## src/hw/rtl/dehv_pkg.sv

```systemverilog
// ----------------------------------------------------------------------------
// dehv_pkg
// Shared types and constants for the exception-header value decoder:
// field widths, input function codes, encodings, command and mode types.
// ----------------------------------------------------------------------------
`default_nettype none

package dehv_pkg;

    // field widths
    localparam int FUNC_W    = 2;
    localparam int ENC_W     = 8;
    localparam int BYTE_W    = 8;
    localparam int VALUE_W   = 64;
    localparam int S_TDATA_W = 16;
    localparam int SHIFT_W   = 7;
    localparam int LEFT_W    = 4;

    // command queue depth between front and back
    localparam int QUEUE_DEPTH = 4;

    // leb128 payload bits per byte and shift stop
    localparam int LEB_BITS   = 7;
    localparam int SHIFT_STOP = 70;

    // input function codes
    localparam logic [FUNC_W-1:0] FUNC_BEGIN = 2'd0;
    localparam logic [FUNC_W-1:0] FUNC_DATA  = 2'd1;
    localparam logic [FUNC_W-1:0] FUNC_END   = 2'd2;

    // encoding low nibble codes
    localparam logic [3:0] ENC_ULEB  = 4'h1;
    localparam logic [3:0] ENC_SLEB  = 4'h9;
    localparam logic [3:0] ENC_UDAT2 = 4'h2;
    localparam logic [3:0] ENC_SDAT2 = 4'hA;
    localparam logic [3:0] ENC_UDAT4 = 4'h3;
    localparam logic [3:0] ENC_SDAT4 = 4'hB;
    localparam logic [3:0] ENC_UDAT8 = 4'h4;
    localparam logic [3:0] ENC_SDAT8 = 4'hC;

    // byte counts of fixed fields
    localparam logic [LEFT_W-1:0] FIX2_BYTES = 4'd2;
    localparam logic [LEFT_W-1:0] FIX4_BYTES = 4'd4;
    localparam logic [LEFT_W-1:0] FIX8_BYTES = 4'd8;

    // result status codes
    localparam logic STATUS_OK  = 1'b0;
    localparam logic STATUS_ERR = 1'b1;

    typedef enum logic [1:0] {
        OP_BEGIN = 2'd0,
        OP_DATA  = 2'd1,
        OP_END   = 2'd2
    } t_op;

    // decode mode, one-hot
    typedef enum logic [5:0] {
        MODE_IDLE = 6'b000001,
        MODE_ULEB = 6'b000010,
        MODE_SLEB = 6'b000100,
        MODE_FIX2 = 6'b001000,
        MODE_FIX4 = 6'b010000,
        MODE_FIX8 = 6'b100000
    } t_mode;

    // classified command from front to back
    typedef struct packed {
        t_op               op;
        t_mode             mode;
        logic [BYTE_W-1:0] data;
    } t_cmd;

endpackage

`default_nettype wire

```

## src/hw/rtl/dwarf_eh_value_decoder.sv

```systemverilog
// a result is offered from the output register after the item that completes it has passed through the command queue
// throughput: one item per cycle; the back executes one queued command each cycle unless the sink holds the output
// the front stalls only in reset or when the command queue is full (output held by the sink)
// reset: synchronous active-low i_rst_n clears the queue, decode mode, byte_swap
// and the output valid; input ready is low during reset, no clearing pass
// ----------------------------------------------------------------------------
// dwarf_eh_value_decoder
// Decodes exception-header encoded values (leb128 and fixed fields) from a
// byte stream: front classifier, command queue, execution back end.
// ----------------------------------------------------------------------------
`default_nettype none

module dwarf_eh_value_decoder #(
    parameter int QUEUE_DEPTH = dehv_pkg::QUEUE_DEPTH
) (
    input  wire logic                           i_clk,
    input  wire logic                           i_rst_n,
    input  wire logic                           i_cfg_we,
    input  wire logic                           i_cfg_wdata,
    input  wire logic                           i_s_axis_tvalid,
    output logic                                o_s_axis_tready,
    // encoding [7:0], data_byte [15:8]
    input  wire logic [dehv_pkg::S_TDATA_W-1:0] i_s_axis_tdata,
    // func [1:0]
    input  wire logic [dehv_pkg::FUNC_W-1:0]    i_s_axis_tuser,
    output logic                                o_m_axis_tvalid,
    input  wire logic                           i_m_axis_tready,
    // value [63:0]
    output logic [dehv_pkg::VALUE_W-1:0]        o_m_axis_tdata,
    // status [0]
    output logic                                o_m_axis_tuser
);

    logic           w_full;
    logic           w_push;
    dehv_pkg::t_cmd w_push_cmd;
    logic           w_pop;
    logic           w_q_valid;
    dehv_pkg::t_cmd w_q_cmd;

    // front: accept and classify
    dehv_front u_front (
        .i_rst_n         (i_rst_n),
        .i_s_axis_tvalid (i_s_axis_tvalid),
        .o_s_axis_tready (o_s_axis_tready),
        .i_s_axis_tdata  (i_s_axis_tdata),
        .i_s_axis_tuser  (i_s_axis_tuser),
        .i_full          (w_full),
        .o_push          (w_push),
        .o_cmd           (w_push_cmd)
    );

    // command queue
    dehv_queue #(
        .DEPTH (QUEUE_DEPTH)
    ) u_queue (
        .i_clk   (i_clk),
        .i_rst_n (i_rst_n),
        .i_push  (w_push),
        .i_cmd   (w_push_cmd),
        .o_full  (w_full),
        .i_pop   (w_pop),
        .o_valid (w_q_valid),
        .o_cmd   (w_q_cmd)
    );

    // back: execute and hold results
    dehv_back u_back (
        .i_clk           (i_clk),
        .i_rst_n         (i_rst_n),
        .i_cfg_we        (i_cfg_we),
        .i_cfg_wdata     (i_cfg_wdata),
        .i_valid         (w_q_valid),
        .i_cmd           (w_q_cmd),
        .o_pop           (w_pop),
        .o_m_axis_tvalid (o_m_axis_tvalid),
        .i_m_axis_tready (i_m_axis_tready),
        .o_m_axis_tdata  (o_m_axis_tdata),
        .o_m_axis_tuser  (o_m_axis_tuser)
    );

endmodule

`default_nettype wire

```

## src/hw/rtl/dehv_front.sv

```systemverilog
// ----------------------------------------------------------------------------
// dehv_front
// Input side: takes stream transfers, drops unused function codes and turns
// each item into a classified command for the queue.
// ----------------------------------------------------------------------------
`default_nettype none

module dehv_front (
    input  wire logic                           i_rst_n,
    input  wire logic                           i_s_axis_tvalid,
    output logic                                o_s_axis_tready,
    // encoding [7:0], data_byte [15:8]
    input  wire logic [dehv_pkg::S_TDATA_W-1:0] i_s_axis_tdata,
    // func [1:0]
    input  wire logic [dehv_pkg::FUNC_W-1:0]    i_s_axis_tuser,
    input  wire logic                           i_full,
    output logic                                o_push,
    output dehv_pkg::t_cmd                      o_cmd
);

    logic [3:0]                     w_enc;
    logic [dehv_pkg::BYTE_W-1:0]    w_byte;
    logic                           w_known;

    assign w_enc  = i_s_axis_tdata[3:0];
    assign w_byte = i_s_axis_tdata[dehv_pkg::ENC_W +: dehv_pkg::BYTE_W];

    // accept whenever the queue has room, never while in reset
    assign o_s_axis_tready = i_rst_n && !i_full;

    // classify the item
    always_comb begin
        o_cmd.data = w_byte;
        o_cmd.op   = dehv_pkg::OP_DATA;
        o_cmd.mode = dehv_pkg::MODE_IDLE;
        w_known    = 1'b1;
        case (i_s_axis_tuser)
            dehv_pkg::FUNC_BEGIN: begin
                o_cmd.op = dehv_pkg::OP_BEGIN;
                case (w_enc)
                    dehv_pkg::ENC_ULEB:  o_cmd.mode = dehv_pkg::MODE_ULEB;
                    dehv_pkg::ENC_SLEB:  o_cmd.mode = dehv_pkg::MODE_SLEB;
                    dehv_pkg::ENC_UDAT2: o_cmd.mode = dehv_pkg::MODE_FIX2;
                    dehv_pkg::ENC_SDAT2: o_cmd.mode = dehv_pkg::MODE_FIX2;
                    dehv_pkg::ENC_UDAT4: o_cmd.mode = dehv_pkg::MODE_FIX4;
                    dehv_pkg::ENC_SDAT4: o_cmd.mode = dehv_pkg::MODE_FIX4;
                    dehv_pkg::ENC_UDAT8: o_cmd.mode = dehv_pkg::MODE_FIX8;
                    dehv_pkg::ENC_SDAT8: o_cmd.mode = dehv_pkg::MODE_FIX8;
                    default:             o_cmd.mode = dehv_pkg::MODE_IDLE;
                endcase
            end
            dehv_pkg::FUNC_DATA: begin
                o_cmd.op = dehv_pkg::OP_DATA;
            end
            dehv_pkg::FUNC_END: begin
                o_cmd.op = dehv_pkg::OP_END;
            end
            default: begin
                w_known = 1'b0;
            end
        endcase
    end

    // unused function code is consumed without a command
    assign o_push = i_s_axis_tvalid && o_s_axis_tready && w_known;

endmodule

`default_nettype wire

```

## src/hw/rtl/dehv_queue.sv

```systemverilog
// ----------------------------------------------------------------------------
// dehv_queue
// Small command queue between the front and the back, so each side can
// stall on its own.
// ----------------------------------------------------------------------------
`default_nettype none

module dehv_queue #(
    parameter int DEPTH = dehv_pkg::QUEUE_DEPTH
) (
    input  wire logic           i_clk,
    input  wire logic           i_rst_n,
    input  wire logic           i_push,
    input  wire dehv_pkg::t_cmd i_cmd,
    output logic                o_full,
    input  wire logic           i_pop,
    output logic                o_valid,
    output dehv_pkg::t_cmd      o_cmd
);

    localparam int PTR_W = (DEPTH > 1) ? $clog2(DEPTH) : 1;
    localparam int CNT_W = $clog2(DEPTH + 1);

    dehv_pkg::t_cmd     r_mem [DEPTH];
    logic [PTR_W-1:0]   r_wr_ptr, n_wr_ptr;
    logic [PTR_W-1:0]   r_rd_ptr, n_rd_ptr;
    logic [CNT_W-1:0]   r_count, n_count;
    logic               w_do_push;
    logic               w_do_pop;

    assign o_full    = (r_count == CNT_W'(DEPTH));
    assign o_valid   = (r_count != '0);
    assign o_cmd     = r_mem[r_rd_ptr];
    assign w_do_push = i_push && !o_full;
    assign w_do_pop  = i_pop && o_valid;

    // pointer and fill count update
    always_comb begin
        n_wr_ptr = r_wr_ptr;
        n_rd_ptr = r_rd_ptr;
        n_count  = r_count;
        if (w_do_push) begin
            n_wr_ptr = (r_wr_ptr == PTR_W'(DEPTH - 1)) ? '0 : r_wr_ptr + 1'b1;
        end
        if (w_do_pop) begin
            n_rd_ptr = (r_rd_ptr == PTR_W'(DEPTH - 1)) ? '0 : r_rd_ptr + 1'b1;
        end
        if (w_do_push && !w_do_pop) begin
            n_count = r_count + 1'b1;
        end else if (w_do_pop && !w_do_push) begin
            n_count = r_count - 1'b1;
        end
    end

    always_ff @(posedge i_clk) begin
        if (!i_rst_n) begin
            r_wr_ptr <= '0;
            r_rd_ptr <= '0;
            r_count  <= '0;
        end else begin
            r_wr_ptr <= n_wr_ptr;
            r_rd_ptr <= n_rd_ptr;
            r_count  <= n_count;
        end
    end

    // storage, no reset
    always_ff @(posedge i_clk) begin
        if (w_do_push) begin
            r_mem[r_wr_ptr] <= i_cmd;
        end
    end

endmodule

`default_nettype wire

```

## src/hw/rtl/dehv_back.sv

```systemverilog
// ----------------------------------------------------------------------------
// dehv_back
// Execution side: runs the leb128 and fixed-field assembly one command per
// cycle while the output register is free or being taken, and holds each result there until transferred.
// ----------------------------------------------------------------------------
`default_nettype none

module dehv_back (
    input  wire logic                         i_clk,
    input  wire logic                         i_rst_n,
    input  wire logic                         i_cfg_we,
    input  wire logic                         i_cfg_wdata,
    input  wire logic                         i_valid,
    input  wire dehv_pkg::t_cmd               i_cmd,
    output logic                              o_pop,
    output logic                              o_m_axis_tvalid,
    input  wire logic                         i_m_axis_tready,
    // value [63:0]
    output logic [dehv_pkg::VALUE_W-1:0]      o_m_axis_tdata,
    // status [0]
    output logic                              o_m_axis_tuser
);

    localparam int VW = dehv_pkg::VALUE_W;
    localparam int SW = dehv_pkg::SHIFT_W;
    localparam int BW = dehv_pkg::BYTE_W;
    localparam int LB = dehv_pkg::LEB_BITS;

    logic                           r_swap;
    dehv_pkg::t_mode                r_mode, n_mode;
    logic [VW-1:0]                  r_acc, n_acc;
    logic [SW-1:0]                  r_shift, n_shift;
    logic [dehv_pkg::LEFT_W-1:0]    r_left, n_left;
    logic                           r_out_valid;
    logic [VW-1:0]                  r_out_value;
    logic                           r_out_status;

    logic                           w_res_valid;
    logic [VW-1:0]                  w_res_value;
    logic                           w_res_status;
    logic [SW-1:0]                  w_leb_shift;
    logic [SW-1:0]                  w_fix_shift;
    logic                           w_shift_in;
    logic [VW-1:0]                  w_leb_acc;
    logic [VW-1:0]                  w_fix_acc;
    logic [dehv_pkg::LEFT_W-1:0]    w_fix_left;

    assign o_pop           = i_valid && (!r_out_valid || i_m_axis_tready);
    assign o_m_axis_tvalid = r_out_valid;
    assign o_m_axis_tdata  = r_out_value;
    assign o_m_axis_tuser  = r_out_status;

    // shared datapath terms
    always_comb begin
        w_shift_in  = (r_shift < SW'(VW));
        w_leb_shift = r_shift + SW'(LB);
        w_fix_shift = ((r_shift + SW'(BW)) > SW'(dehv_pkg::SHIFT_STOP))
                      ? SW'(dehv_pkg::SHIFT_STOP) : (r_shift + SW'(BW));
        w_leb_acc   = r_acc | ({{(VW-LB){1'b0}}, i_cmd.data[LB-1:0]}
                               << r_shift[$clog2(VW)-1:0]);
        if (r_swap) begin
            w_fix_acc = {r_acc[VW-BW-1:0], i_cmd.data};
        end else if (w_shift_in) begin
            w_fix_acc = r_acc | ({{(VW-BW){1'b0}}, i_cmd.data}
                                 << r_shift[$clog2(VW)-1:0]);
        end else begin
            w_fix_acc = r_acc;
        end
        w_fix_left = (r_left != '0) ? r_left - 1'b1 : r_left;
    end

    // command execution
    always_comb begin
        n_mode       = r_mode;
        n_acc        = r_acc;
        n_shift      = r_shift;
        n_left       = r_left;
        w_res_valid  = 1'b0;
        w_res_value  = '0;
        w_res_status = dehv_pkg::STATUS_OK;
        case (i_cmd.op)
            dehv_pkg::OP_BEGIN: begin
                n_acc   = '0;
                n_shift = '0;
                n_mode  = i_cmd.mode;
                case (i_cmd.mode)
                    dehv_pkg::MODE_FIX2: n_left = dehv_pkg::FIX2_BYTES;
                    dehv_pkg::MODE_FIX4: n_left = dehv_pkg::FIX4_BYTES;
                    dehv_pkg::MODE_FIX8: n_left = dehv_pkg::FIX8_BYTES;
                    default:             n_left = '0;
                endcase
                // unknown encoding answers zero at once
                if (i_cmd.mode == dehv_pkg::MODE_IDLE) begin
                    w_res_valid = 1'b1;
                end
            end
            dehv_pkg::OP_END: begin
                if (r_mode != dehv_pkg::MODE_IDLE) begin
                    n_mode       = dehv_pkg::MODE_IDLE;
                    n_acc        = '0;
                    n_shift      = '0;
                    n_left       = '0;
                    w_res_valid  = 1'b1;
                    w_res_status = dehv_pkg::STATUS_ERR;
                end
            end
            dehv_pkg::OP_DATA: begin
                case (r_mode)
                    dehv_pkg::MODE_ULEB, dehv_pkg::MODE_SLEB: begin
                        if (w_shift_in) begin
                            n_acc   = w_leb_acc;
                            n_shift = w_leb_shift;
                        end
                        // last byte has the continuation bit clear
                        if (!i_cmd.data[BW-1]) begin
                            if (r_mode == dehv_pkg::MODE_SLEB && i_cmd.data[LB-1]
                                && n_shift < SW'(VW)) begin
                                n_acc = n_acc | ({VW{1'b1}} << n_shift[$clog2(VW)-1:0]);
                            end
                            n_mode      = dehv_pkg::MODE_IDLE;
                            w_res_valid = 1'b1;
                            w_res_value = n_acc;
                        end
                    end
                    dehv_pkg::MODE_FIX2, dehv_pkg::MODE_FIX4,
                    dehv_pkg::MODE_FIX8: begin
                        n_acc  = w_fix_acc;
                        n_left = w_fix_left;
                        if (!r_swap) begin
                            n_shift = w_fix_shift;
                        end
                        if (w_fix_left == '0) begin
                            n_mode      = dehv_pkg::MODE_IDLE;
                            w_res_valid = 1'b1;
                            // fixed fields are sign-extended from their width
                            if (r_mode == dehv_pkg::MODE_FIX2) begin
                                w_res_value = {{(VW-16){w_fix_acc[15]}}, w_fix_acc[15:0]};
                            end else if (r_mode == dehv_pkg::MODE_FIX4) begin
                                w_res_value = {{(VW-32){w_fix_acc[31]}}, w_fix_acc[31:0]};
                            end else begin
                                w_res_value = w_fix_acc;
                            end
                        end
                    end
                    default: begin
                        // data byte while idle is ignored
                    end
                endcase
            end
            default: begin
            end
        endcase
    end

    // decode state, config and output register
    always_ff @(posedge i_clk) begin
        if (!i_rst_n) begin
            r_swap      <= 1'b0;
            r_mode      <= dehv_pkg::MODE_IDLE;
            r_acc       <= '0;
            r_shift     <= '0;
            r_left      <= '0;
            r_out_valid <= 1'b0;
        end else begin
            if (i_cfg_we) begin
                r_swap <= i_cfg_wdata;
            end
            if (o_pop) begin
                r_mode  <= n_mode;
                r_acc   <= n_acc;
                r_shift <= n_shift;
                r_left  <= n_left;
            end
            if (o_pop && w_res_valid) begin
                r_out_valid <= 1'b1;
            end else if (i_m_axis_tready) begin
                r_out_valid <= 1'b0;
            end
        end
    end

    // result payload
    always_ff @(posedge i_clk) begin
        if (o_pop && w_res_valid) begin
            r_out_value  <= w_res_value;
            r_out_status <= w_res_status;
        end
    end

endmodule

`default_nettype wire

```

## config.mk

```make
export PLATFORM = sky130hd
export DESIGN_NAME = dwarf_eh_value_decoder
export DESIGN_NICKNAME = d
export VERILOG_FILES = /design/src/hw/rtl/dehv_pkg.sv /design/src/hw/rtl/dwarf_eh_value_decoder.sv /design/src/hw/rtl/dehv_front.sv /design/src/hw/rtl/dehv_queue.sv /design/src/hw/rtl/dehv_back.sv
export SDC_FILE = /design/constraint.sdc
export NUM_CORES = 1
export LEC_CHECK = 0
export BUFFER_PORTS_ARGS = -buffer_cell sky130_fd_sc_hd__buf_2
export CAP_MARGIN = 20
export CORE_ASPECT_RATIO = 0.8
export CORE_MARGIN = 8
export CORE_UTILIZATION = 45
export CTS_CLUSTER_SIZE = 30
export DETAILED_ROUTE_END_ITERATION = 8
export GPL_TIMING_DRIVEN = 0
export HOLD_SLACK_MARGIN = 0.06
export REMOVE_ABC_BUFFERS = 1
export SYNTH_ARGS = -nofsm -noshare
export SYNTH_HDL_FRONTEND = slang
export SYNTH_SLANG_ARGS = --single-unit
```

## constraint.sdc

```tcl
create_clock -name i_clk -period 8.9 [get_ports i_clk]
set_input_delay 0.445 -clock i_clk [delete_from_list [all_inputs] [get_ports i_clk]]
set_output_delay 0.445 -clock i_clk [all_outputs]
set_load 0.1 [all_outputs]
```

# Word level (Yosys, flattened, before mapping)
# Memory sizes are Yosys's and may differ from the RTL's. A register that Yosys moved wholly into a read port is not among the register bits.
# Cells that the tools add are included.
[totals]
register_bits = 155
ramBits = 64
romBits = 96
input_bits = 24
output_inout_bits = 67
elab_cells = 135
mem_count = 2
[mem_list]
columns = ["name", "depth", "width", "rd", "rd_clocked_by_memory_dff", "write_ports", "line_no", "text"]
rows = [
  ["(name not given)", 16, 6, 1, 0, 0, "dehv_front.sv:40", "case (w_enc)"],
  ["u_queue.r_mem", 4, 16, 1, 1, 1, "dehv_queue.sv:24", "dehv_pkg::t_cmd r_mem [DEPTH];"],
]
[classes]
addsub = 7
n_lt_le_gt_ge = 3
eq_ne = 23
shift = 3
n_mux = 52
bitwise_logic = 3
n_reduce_logical = 31
[ops]
columns = ["operator", "count"]
rows = [
  ["2-to-1 mux 64 bit", 12],
  ["case mux 64 bit (2 select lines)", 2],
  ["bitwise OR 64 bit", 3],
  ["case mux 64 bit (3 select lines)", 1],
  ["<< shifter 64 x 6 -> 64 bit, first input constant", 1],
  ["<< shifter 7 x 6 -> 64 bit", 1],
  ["<< shifter 8 x 6 -> 64 bit", 1],
  ["2-to-1 mux 7 bit", 6],
  ["2-to-1 mux 6 bit", 4],
  ["case mux 4 bit (3 select lines)", 2],
  ["case mux 7 bit (3 select lines)", 1],
  ["case mux 6 bit (3 select lines)", 1],
  ["< comparator 7 bit, second input constant", 2],
  ["case mux 7 bit (2 select lines)", 1],
  ["equality test 6 x 4 -> 1 bit, second input constant", 2],
  ["equality test 6 x 5 -> 1 bit, second input constant", 2],
  ["equality test 6 bit, second input constant", 2],
  ["2-to-1 mux 4 bit", 3],
  ["case mux 6 bit (2 select lines)", 1],
  ["logical AND 1 bit", 11],
  ["2-to-1 mux 1 bit", 9],
  ["equality test 2 bit, second input constant", 4],
  ["2-to-1 mux 2 bit", 4],
  ["AND reduction 4 bit", 2],
  ["other kinds (31)", 44],
]

# Logic depth before layout (Yosys ltp)
# Gate-level depths: netlist (run 1).
[depth]
word_depth = 10
mapped_depth = 16
ltp_nobuf = 10

# Hierarchy
# A second synthesis (run 1) with hierarchy kept.
[hier_totals]
hier_cells = 1674
area_unflattened_um2 = 14818.0
[by_module_without_submodules]
columns = ["module", "n_inst", "cells_each", "area_per_inst_um2"]
rows = [
  ["dehv_back", 1, 1515, 11818.8],
  ["dehv_queue", 1, 135, 2829.0],
  ["dehv_front", 1, 24, 170.2],
]

# Worst setup path after synthesis (run 1)
# No wires, ideal clock.
[synth_timing]
path_type = "flip-flop to flip-flop"
startpoint = "reg with a tool-made name"
endpoint = "reg u_back.r_out_value[0] (netlist: u_back.o_m_axis_tdata[0]) (enable)"
t_arrival_ns = 7.474
t_required_ns = 8.292
path_slack_ns = 0.818
stages_incl_launch_ff = 10
synth_period_minus_slack_ns = 8.082
path_cell_list = "dfxtp_1 > buf_2 > buf_2 > buf_1 > mux4_2 > inv_1 > ha_1 > clkbuf_1 > o21ai_0 > a311oi_1"
[synth_lines]
columns = ["item", "line_no", "text"]
rows = [
  ["end signal, assigned", "dehv_back.sv:185", "r_out_value <= w_res_value;"],
  ["end, declared", "dehv_back.sv:35", "logic [VW-1:0] r_out_value;"],
]

==> flow_summary_export.csv, run 1 <==
group,metric,value,unit
outcome,status,"complete, no violations",
timing,skew,0.0307,ns
setup_path,worst_ep_required_time,9.16,ns
job,maxCapViolCount,0,
setup_path,crit_buf_inv,1,
setup_path,cp.arrival,6.19,ns
placement,place_ws,3.59,ns
layout,utilization,51.0,%
synth,synth_common_cells,"167 x o21ai_0, 165 x nor2_1, 131 x nand2_1",
placement,port_buffers,86,
die,die_w,214,um
detailed_routing,viasPerCell,7.10,
synth,muxShareOfSynthArea,6.89,%
timing,setup_slack,2.98,ns
setup_path,start_kind,"flop",
pwr,p_per_area,338,nW/um^2
synth,synth_top_area_share,27.4,%
detailed_routing,drt-total-wl,60200,um
die,core-area,31200,um^2
layout,final_nets,1670,
grt,use_met2,41.6,%
detailed_routing,drt-pass1-iter-count,7,
synth,yosysMostFrequentCell,"o21ai_0",
detailed_routing,drc,0,
synth,synth_top_family_by_area,"compound AO/OA/AOI/OAI gates",
setup_path,critical_path_class,"flop to flop",
die,rows,58,
setup_path,worst-r2r-setup-slack,2.98,ns
synth,yosys_most_used_dff,"edfxtp_1",
timing,finalCritPeriodShare,66.6,%
synth,synth_compound_gate_area_share,29.5,%
clock_tree,cts_buffers,25,
timing,maxSlewHeadroom,16.3,%
timing,max_freq,0.169,GHz
timing,final.min_clock_period,5.92,ns
detailed_routing,drtIter0Drc,2493,
setup_path,critical-path-slowest-cell,"ha_1",
synth,synth_top_area_cell,"edfxtp_1",
pwr,ir_worst_vdd,0.186,mV
die,die-height,175,um
grt,grt_max_degree,69,
clock_tree,htreeDepth,1,
synth,synth-simple-area-share,16.8,%
timing,tightest_slew,1.25,ns
timing,holdWs,0.102,ns
clock_tree,worstSkewPairLatency,0.57,ns
grt,gr-usage-met3,12.9,%
grt,antenna_found_initial,1,
die,dieArea,37400,um^2
synth,ys_warn_count,0,
clock_tree,clock_sinks,221,
clock_tree,clock_path_buffers,3,
synth,synth-xor-area-share,0.620,%
synth,async_flop_share,0,%
synth,synthAdderAreaFrac,1.47,%
layout,drive_gt1_share,14.4,%
synth,synth.avg_cell_area,8.79,um^2
synth,synth_cell_types,79,
min_path,hp-class,"input port to flop",
detailed_routing,final_antenna_net_count,0,
timing,setup_viol,0,
clock_tree,cts-root-buf,"clkbuf_16",
synth,ys_ff_latch,221,
synth,synth_area_leaders,"edfxtp_1 27%, dfxtp_1 13%, o21ai_0 5.9%, a21oi_1 4.4%, nor2_1 4.4%",
detailed_routing,avgRoutedWirePerCell,29.1,um
layout,area_delta_synth_final,12.6,%
grt,grt_pass1_vias,13600,
detailed_routing,dr_total_vias,14700,
timing,fin_setup_tns,0,ns
grt,grt_overflow,0,
setup_path,cp_slowest_stage_delay,0.97,ns
timing,finalHoldViolations,0,
layout,fillers,2959,
synth,synth_edf_count,129,
placement,place.gp.congestion,1.09,
clock_tree,holdBufCountCts,0,
die,ios,91,
clock_tree,cts_resized,0,
layout,diodes,0,
synth,ys_seq_area_share,40.4,%
pwr,p_leak,5.45,nW
timing,grt_setup_unrepaired,"no",
synth,netlist_instances,1607,
grt,grt.busiest_layer,"met2",
setup_path,end_kind,"flop",
synth,syn_area,14100,um^2
placement,dpl.hpwl,41800,um
die,initial_core_util,45.3,%
setup_path,path_max_fanout,27,
grt,grtUsageTotal,30.7,%
setup_path,path_cells,"mux4_2 -> inv_1 -> ha_1 -> o21ai_1 -> nor2_1 -> nand2_1 -> o2bb2ai_1",
clock_tree,cts_setup_buffers,0,
setup_path,crit_family,"simple AND/OR/NAND/NOR gates",
clock_tree,cts_tree,"done",
timing,slew_violations,0,
grt,grt_pass1_wl,88600,um
grt,use_met1,41.6,%
clock_tree,cts.clk_slew.worst_paths,0.06,ns
[final timing paths]
path	start	end	depth (start not counted)
worst max-delay path	flop	u_back.o_m_axis_tdata[37]$_SDFFCE_PN0P_	7
worst min-delay path	i_s_axis_tdata[10]	u_queue.r_mem[0][2]$_DFFE_PP_	1
worst max register to register	flop	u_back.o_m_axis_tdata[37]$_SDFFCE_PN0P_	7
worst min register to register	u_back.r_acc[58]$_SDFFE_PN0P_	u_back.r_acc[58]$_SDFFE_PN0P_	2
[metrics by stage]
| step | area, um^2 | power [mW] | instances |
|---|---|---|---|
| floorplan | 13600 | 3.24 | 1486 |
| global placement | 14600 | 4.08 | 1992 |
| detailed placement | 15000 | 4.17 | 2016 |
| CTS | 15800 | 5.22 | 2061 |
| global route | 15900 | 5.53 | 2068 |
| finish | 15900 | 5.37 | 2068 |
[power by group]
| part | internal, mW | leakage, nW | switching [mW] |
|---|---|---|---|
| clock network | 0.586 | 0.388 | 0.462 |
| registers | 1.25 | 1.91 | 0.209 |
| logic | 0.782 | 3.15 | 2.08 |
[sequential cells by signal, summed over array words and instances (netlist names), named ones only]
signal and flops:
u_back.o_m_axis_tdata 64, u_back.r_acc 64, u_queue.r_mem 64, u_back.r_shift 7, u_back.r_mode 6, u_back.r_left 4, u_queue.r_count 3, u_queue.r_rd_ptr 2
u_queue.r_wr_ptr 2, u_back.o_m_axis_tuser 1, u_back.o_m_axis_tvalid 1, u_back.r_swap 1
[layer usage]
layer  share of wire [%]  wire length (um)  vias up
li1                    -                 -     6209
met5               0.018                11        -
met2                  38             23100     1241
met3                  16              9450      290
met1                  40             24200     6941
met4                 5.7              3410        2
[cells by family after synthesis]
kind of cell               count (synthesis)
xor gates and xnor gates                  10
buffers and inverters                    148
AOI/OAI and AO/OA                        632
muxes                                     72
adders and majority gates                 16
DFF                                      221
and+or+nand+nor                          508
[cell usage in the layout, fill, tap and decap left out, types with 15 or more instances in the layout]
| cell | n |
|---|---|
| nand3_1 | 43 |
| nand2b_1 | 28 |
| o21ai_0 | 166 |
| a31oi_1 | 42 |
| nand2_1 | 131 |
| and2_1 | 25 |
| mux2_2 | 22 |
| a211oi_1 | 23 |
| a21o_1 | 21 |
| mux2i_1 | 32 |
| edfxtp_1 | 129 |
| o22ai_1 | 43 |
| dfxtp_1 | 88 |
| buf_2 | 87 |
| o211ai_1 | 15 |
| mux4_2 | 18 |
| inv_1 | 22 |
| nor2_1 | 164 |
| ha_1 | 15 |
| clkbuf_16 | 26 |
| nor3_1 | 39 |
| a22oi_1 | 17 |
| a21oi_1 | 124 |
| a221oi_1 | 22 |
[layout make-up]
| class | count | area, um^2 | area share [%] |
|---|---|---|---|
| inverter | 27 | 103 | 0.645 |
| tap | 420 | 526 | 3.30 |
| sequential | 221 | 5720 | 36.0 |
| multi-input combinational | 1238 | 7860 | 49.4 |
| clock inverter | 16 | 155 | 0.975 |
| clock buffer | 29 | 651 | 4.09 |
| timing repair buffer | 117 | 896 | 5.63 |
(Power assumes the default switching activity.)
==> run 2: changes to the inputs <==
ABC_AREA = 1   (was unset)
clock period = 4.9 ns   (was 8.9 ns; I/O delays follow)
==> flow_summary_export.csv, run 2 <==
group,metric,value,unit
layout,area_delta_synth_final,13.3,%
pwr,finalPower,10.7,mW
synth,async_flop_share,0,%
timing,max_freq,0.215,GHz
setup_path,start_kind,"flop",
synth,ys_warn_count,0,
placement,dp.cells,2553,
timing,setup_viol,0,
timing,slew_violations,0,
outcome,status,"complete, no violations",
job,maxCapViolCount,0,
clock_tree,cts_buffers,26,
setup_path,crit_buf_inv,8,
clock_tree,cts.clk_slew.worst_paths,0.06,ns
grt,grtUsageTotal,27.9,%
min_path,hp-class,"input port to flop",
timing,skew,0.0181,ns
pwr,p_sw,5.69,mW
timing,finalHoldViolations,0,
synth,synth.avg_cell_area,6.88,um^2
synth,netlist_instances,2146,
synth,synth_cell_types,55,
die,die_w,219,um
pwr,p_seq_share,24.3,%
die,rows,59,
setup_path,path_cells,"inv_2 -> a32oi_1 -> inv_1 -> ha_2 -> inv_4 -> buf_12 -> nor2_4 -> buf_12 -> inv_2 -> nand2_2 -> nand2_8 -> inv_16 -> nor2_4 -> inv_1 -> o21ai_0 -> a21oi_1",
synth,synth_top_area_share,26.2,%
grt,antenna_found_initial,0,
setup_path,worst_ep_required_time,5.34,ns
pwr,p_leak,7.22,nW
detailed_routing,dr_total_vias,15300,
detailed_routing,final_antenna_net_count,0,
setup_path,cp_slowest_stage_delay,0.62,ns
detailed_routing,drt-pass1-iter-count,8,
detailed_routing,drt-total-wl,55100,um
setup_path,crit_family,"buffers and inverters",
timing,maxSlewHeadroom,20.3,%
pwr,clock_power_share,19.6,%
synth,yosysMostFrequentCell,"nand2_1",
timing,setup_slack,0.249,ns
timing,finalCritPeriodShare,94.9,%
timing,tightest_slew,1.19,ns
placement,place.gp.congestion,0.977,
synth,synth_edf_count,129,
pwr,internal_power,5.04,mW
setup_path,end_kind,"flop",
synth,yosys_most_used_dff,"edfxtp_1",
layout,instances_no_fill,2620,
synth,synth_common_cells,"629 x nand2_1, 230 x nand3_1, 201 x inv_1",
clock_tree,clock_path_buffers,3,
pwr,switching_share,53.0,%
detailed_routing,viasPerCell,5.84,
synth,ys_seq_area_share,38.7,%
setup_path,critical_path_class,"flop to flop",
layout,drive_gt1_share,11.9,%
clock_tree,clock_sinks,221,
timing,fin_setup_tns,0,ns
timing,final.min_clock_period,4.65,ns
pwr,ir_worst_vdd,0.501,mV
timing,holdWs,0.0918,ns
synth,synth_area_leaders,"edfxtp_1 26%, nand2_1 16%, dfxtp_1 12%, nand3_1 7.8%, o21ai_0 6.1%",
synth,ys_ff_latch,221,
die,initial_core_util,45.6,%
die,core-area,32400,um^2
die,dieArea,38900,um^2
placement,place_ws,-1.19,ns
layout,final_nets,2213,
detailed_routing,avgRoutedWirePerCell,21.0,um
layout,final_cell_mix,"629 x nand2_1, 229 x nand3_1, 196 x inv_1",
synth,synth_top_area_cell,"edfxtp_1",
grt,grt_pass1_wl,84800,um
placement,port_buffers,86,
pwr,p_per_area,641,nW/um^2
setup_path,critical-path-slowest-cell,"dfxtp_1",
detailed_routing,drtIter0Drc,1877,
placement,dpl.hpwl,36400,um
grt,grt_max_degree,73,
clock_tree,worstSkewPairLatency,0.56,ns
layout,layout_commonest_cell,"nand2_1",
synth,syn_area,14800,um^2
die,die-height,178,um
layout,diodes,0,
pwr,p_comb_share,56.1,%
grt,grt_pass1_vias,14600,
die,ios,91,
setup_path,cp.arrival,5.09,ns
setup_path,path_max_fanout,72,
clock_tree,cts-root-buf,"clkbuf_16",
clock_tree,htreeDepth,1,
clock_tree,cts_tree,"done",
timing,grt_setup_unrepaired,"no",
grt,grt_overflow,0,
detailed_routing,drc,0,
layout,fillers,3288,
==> run 2: cell count changes after synthesis, moves of 24 or more <==
cell      before  now
nand3_1       44  230
o22ai_1       43    5
buf_2          5   29
nand2_1      131  629
and2_1        27    2
nor2_1       165  122
mux2i_1       32    0
a31oi_1       42   11
nor3_1        40    6
nand2b_1      28    0
inv_1         23  201
a21oi_1      125  179
clkbuf_1      99   70
==> run 2: layout make-up <==
cell class | count | area [um^2] | area share [%]
inverters | 221 | 861 | 5.14
multi-input cells | 1578 | 7710 | 46.1
repair buffers | 125 | 1010 | 6.05
flip-flops and latches | 221 | 5720 | 34.1
well taps | 427 | 534 | 3.19
clock inverters | 16 | 190 | 1.14
clock buffers | 32 | 714 | 4.27
==> run 2: worst paths after layout <==
kind / endpoint / startpoint / cells after the start / slack (ns)
max reg2reg: u_back.r_mode[2]$_SDFFE_PN0P_ / flop / 16 / 0.25
max: u_back.r_mode[2]$_SDFFE_PN0P_ / flop / 16 / 0.25
min reg2reg: u_back.r_acc[0]$_SDFFE_PN0P_ / u_back.r_acc[0]$_SDFFE_PN0P_ / 2 / 0.47
min: u_queue.r_mem[1][13]$_DFFE_PP_ / i_s_axis_tdata[1] / 2 / 0.09
==> run 2: metal layers <==
layer  track usage, %  vias to the layer above  share of wire, %
li1                 -                     7252                 -
met1             37.6                     7143                43
met2             43.1                      785                43
met3             7.97                      108                11
met4             7.77                        0               2.6
met5                0                        -                 0
==> run 2: worst reg2reg max path: cells and delay by family (launching register included) <==
family	cells	cell delay [ns]
DFF	1	0.62
buffers and inverters	8	1.82
AOI/OAI and AO/OA	3	0.73
and+or+nand+nor	4	1.05
adders and majority gates	1	0.32
==> run 2: repair_timing <==
action / CTS / global route
hold buffers: 15 / 0
endpoints found under the hold margin: 46 / 0
endpoints found under the setup margin: 80 / 6
setup buffers: 1 / 0
pin swaps: 2 / 0
resized for setup: 8 / 4
gates cloned: 2 / 0
==> run 2: per-stage QoR <==
step	instance area (um^2)	utilization (%)
final	16700	51.7
after global placement	15100	46.7
after CTS	16700	51.6
after detailed placement	15600	48.2
after global routing	16700	51.7
after floorplan	14200	-
==> run 2: logic make-up (layout without fill, tap and decap cells) <==
group / after synthesis / count (layout) / share of synthesized area (%)
compound gates: 491 / 491 / 18.9
xor+xnor: 10 / 10 / 0.695
fa+ha+maj: 16 / 16 / 1.41
buf+inv: 349 / 394 / 9.63
flops: 221 / 221 / 38.7
simple gates: 1059 / 1061 / 30.6
==> run 2: power groups by stage <==
stage          Combinational, mW  Sequential, mW  Clock, mW
6_report                    6.02            2.61       2.10
4_1_cts                     5.88            2.61       2.13
3_3_place_gp                5.54            2.69          0
2_1_floorplan               3.25            3.42          0
3_5_place_dp                5.78            2.64          0
5_1_grt                     6.54            2.64       2.19
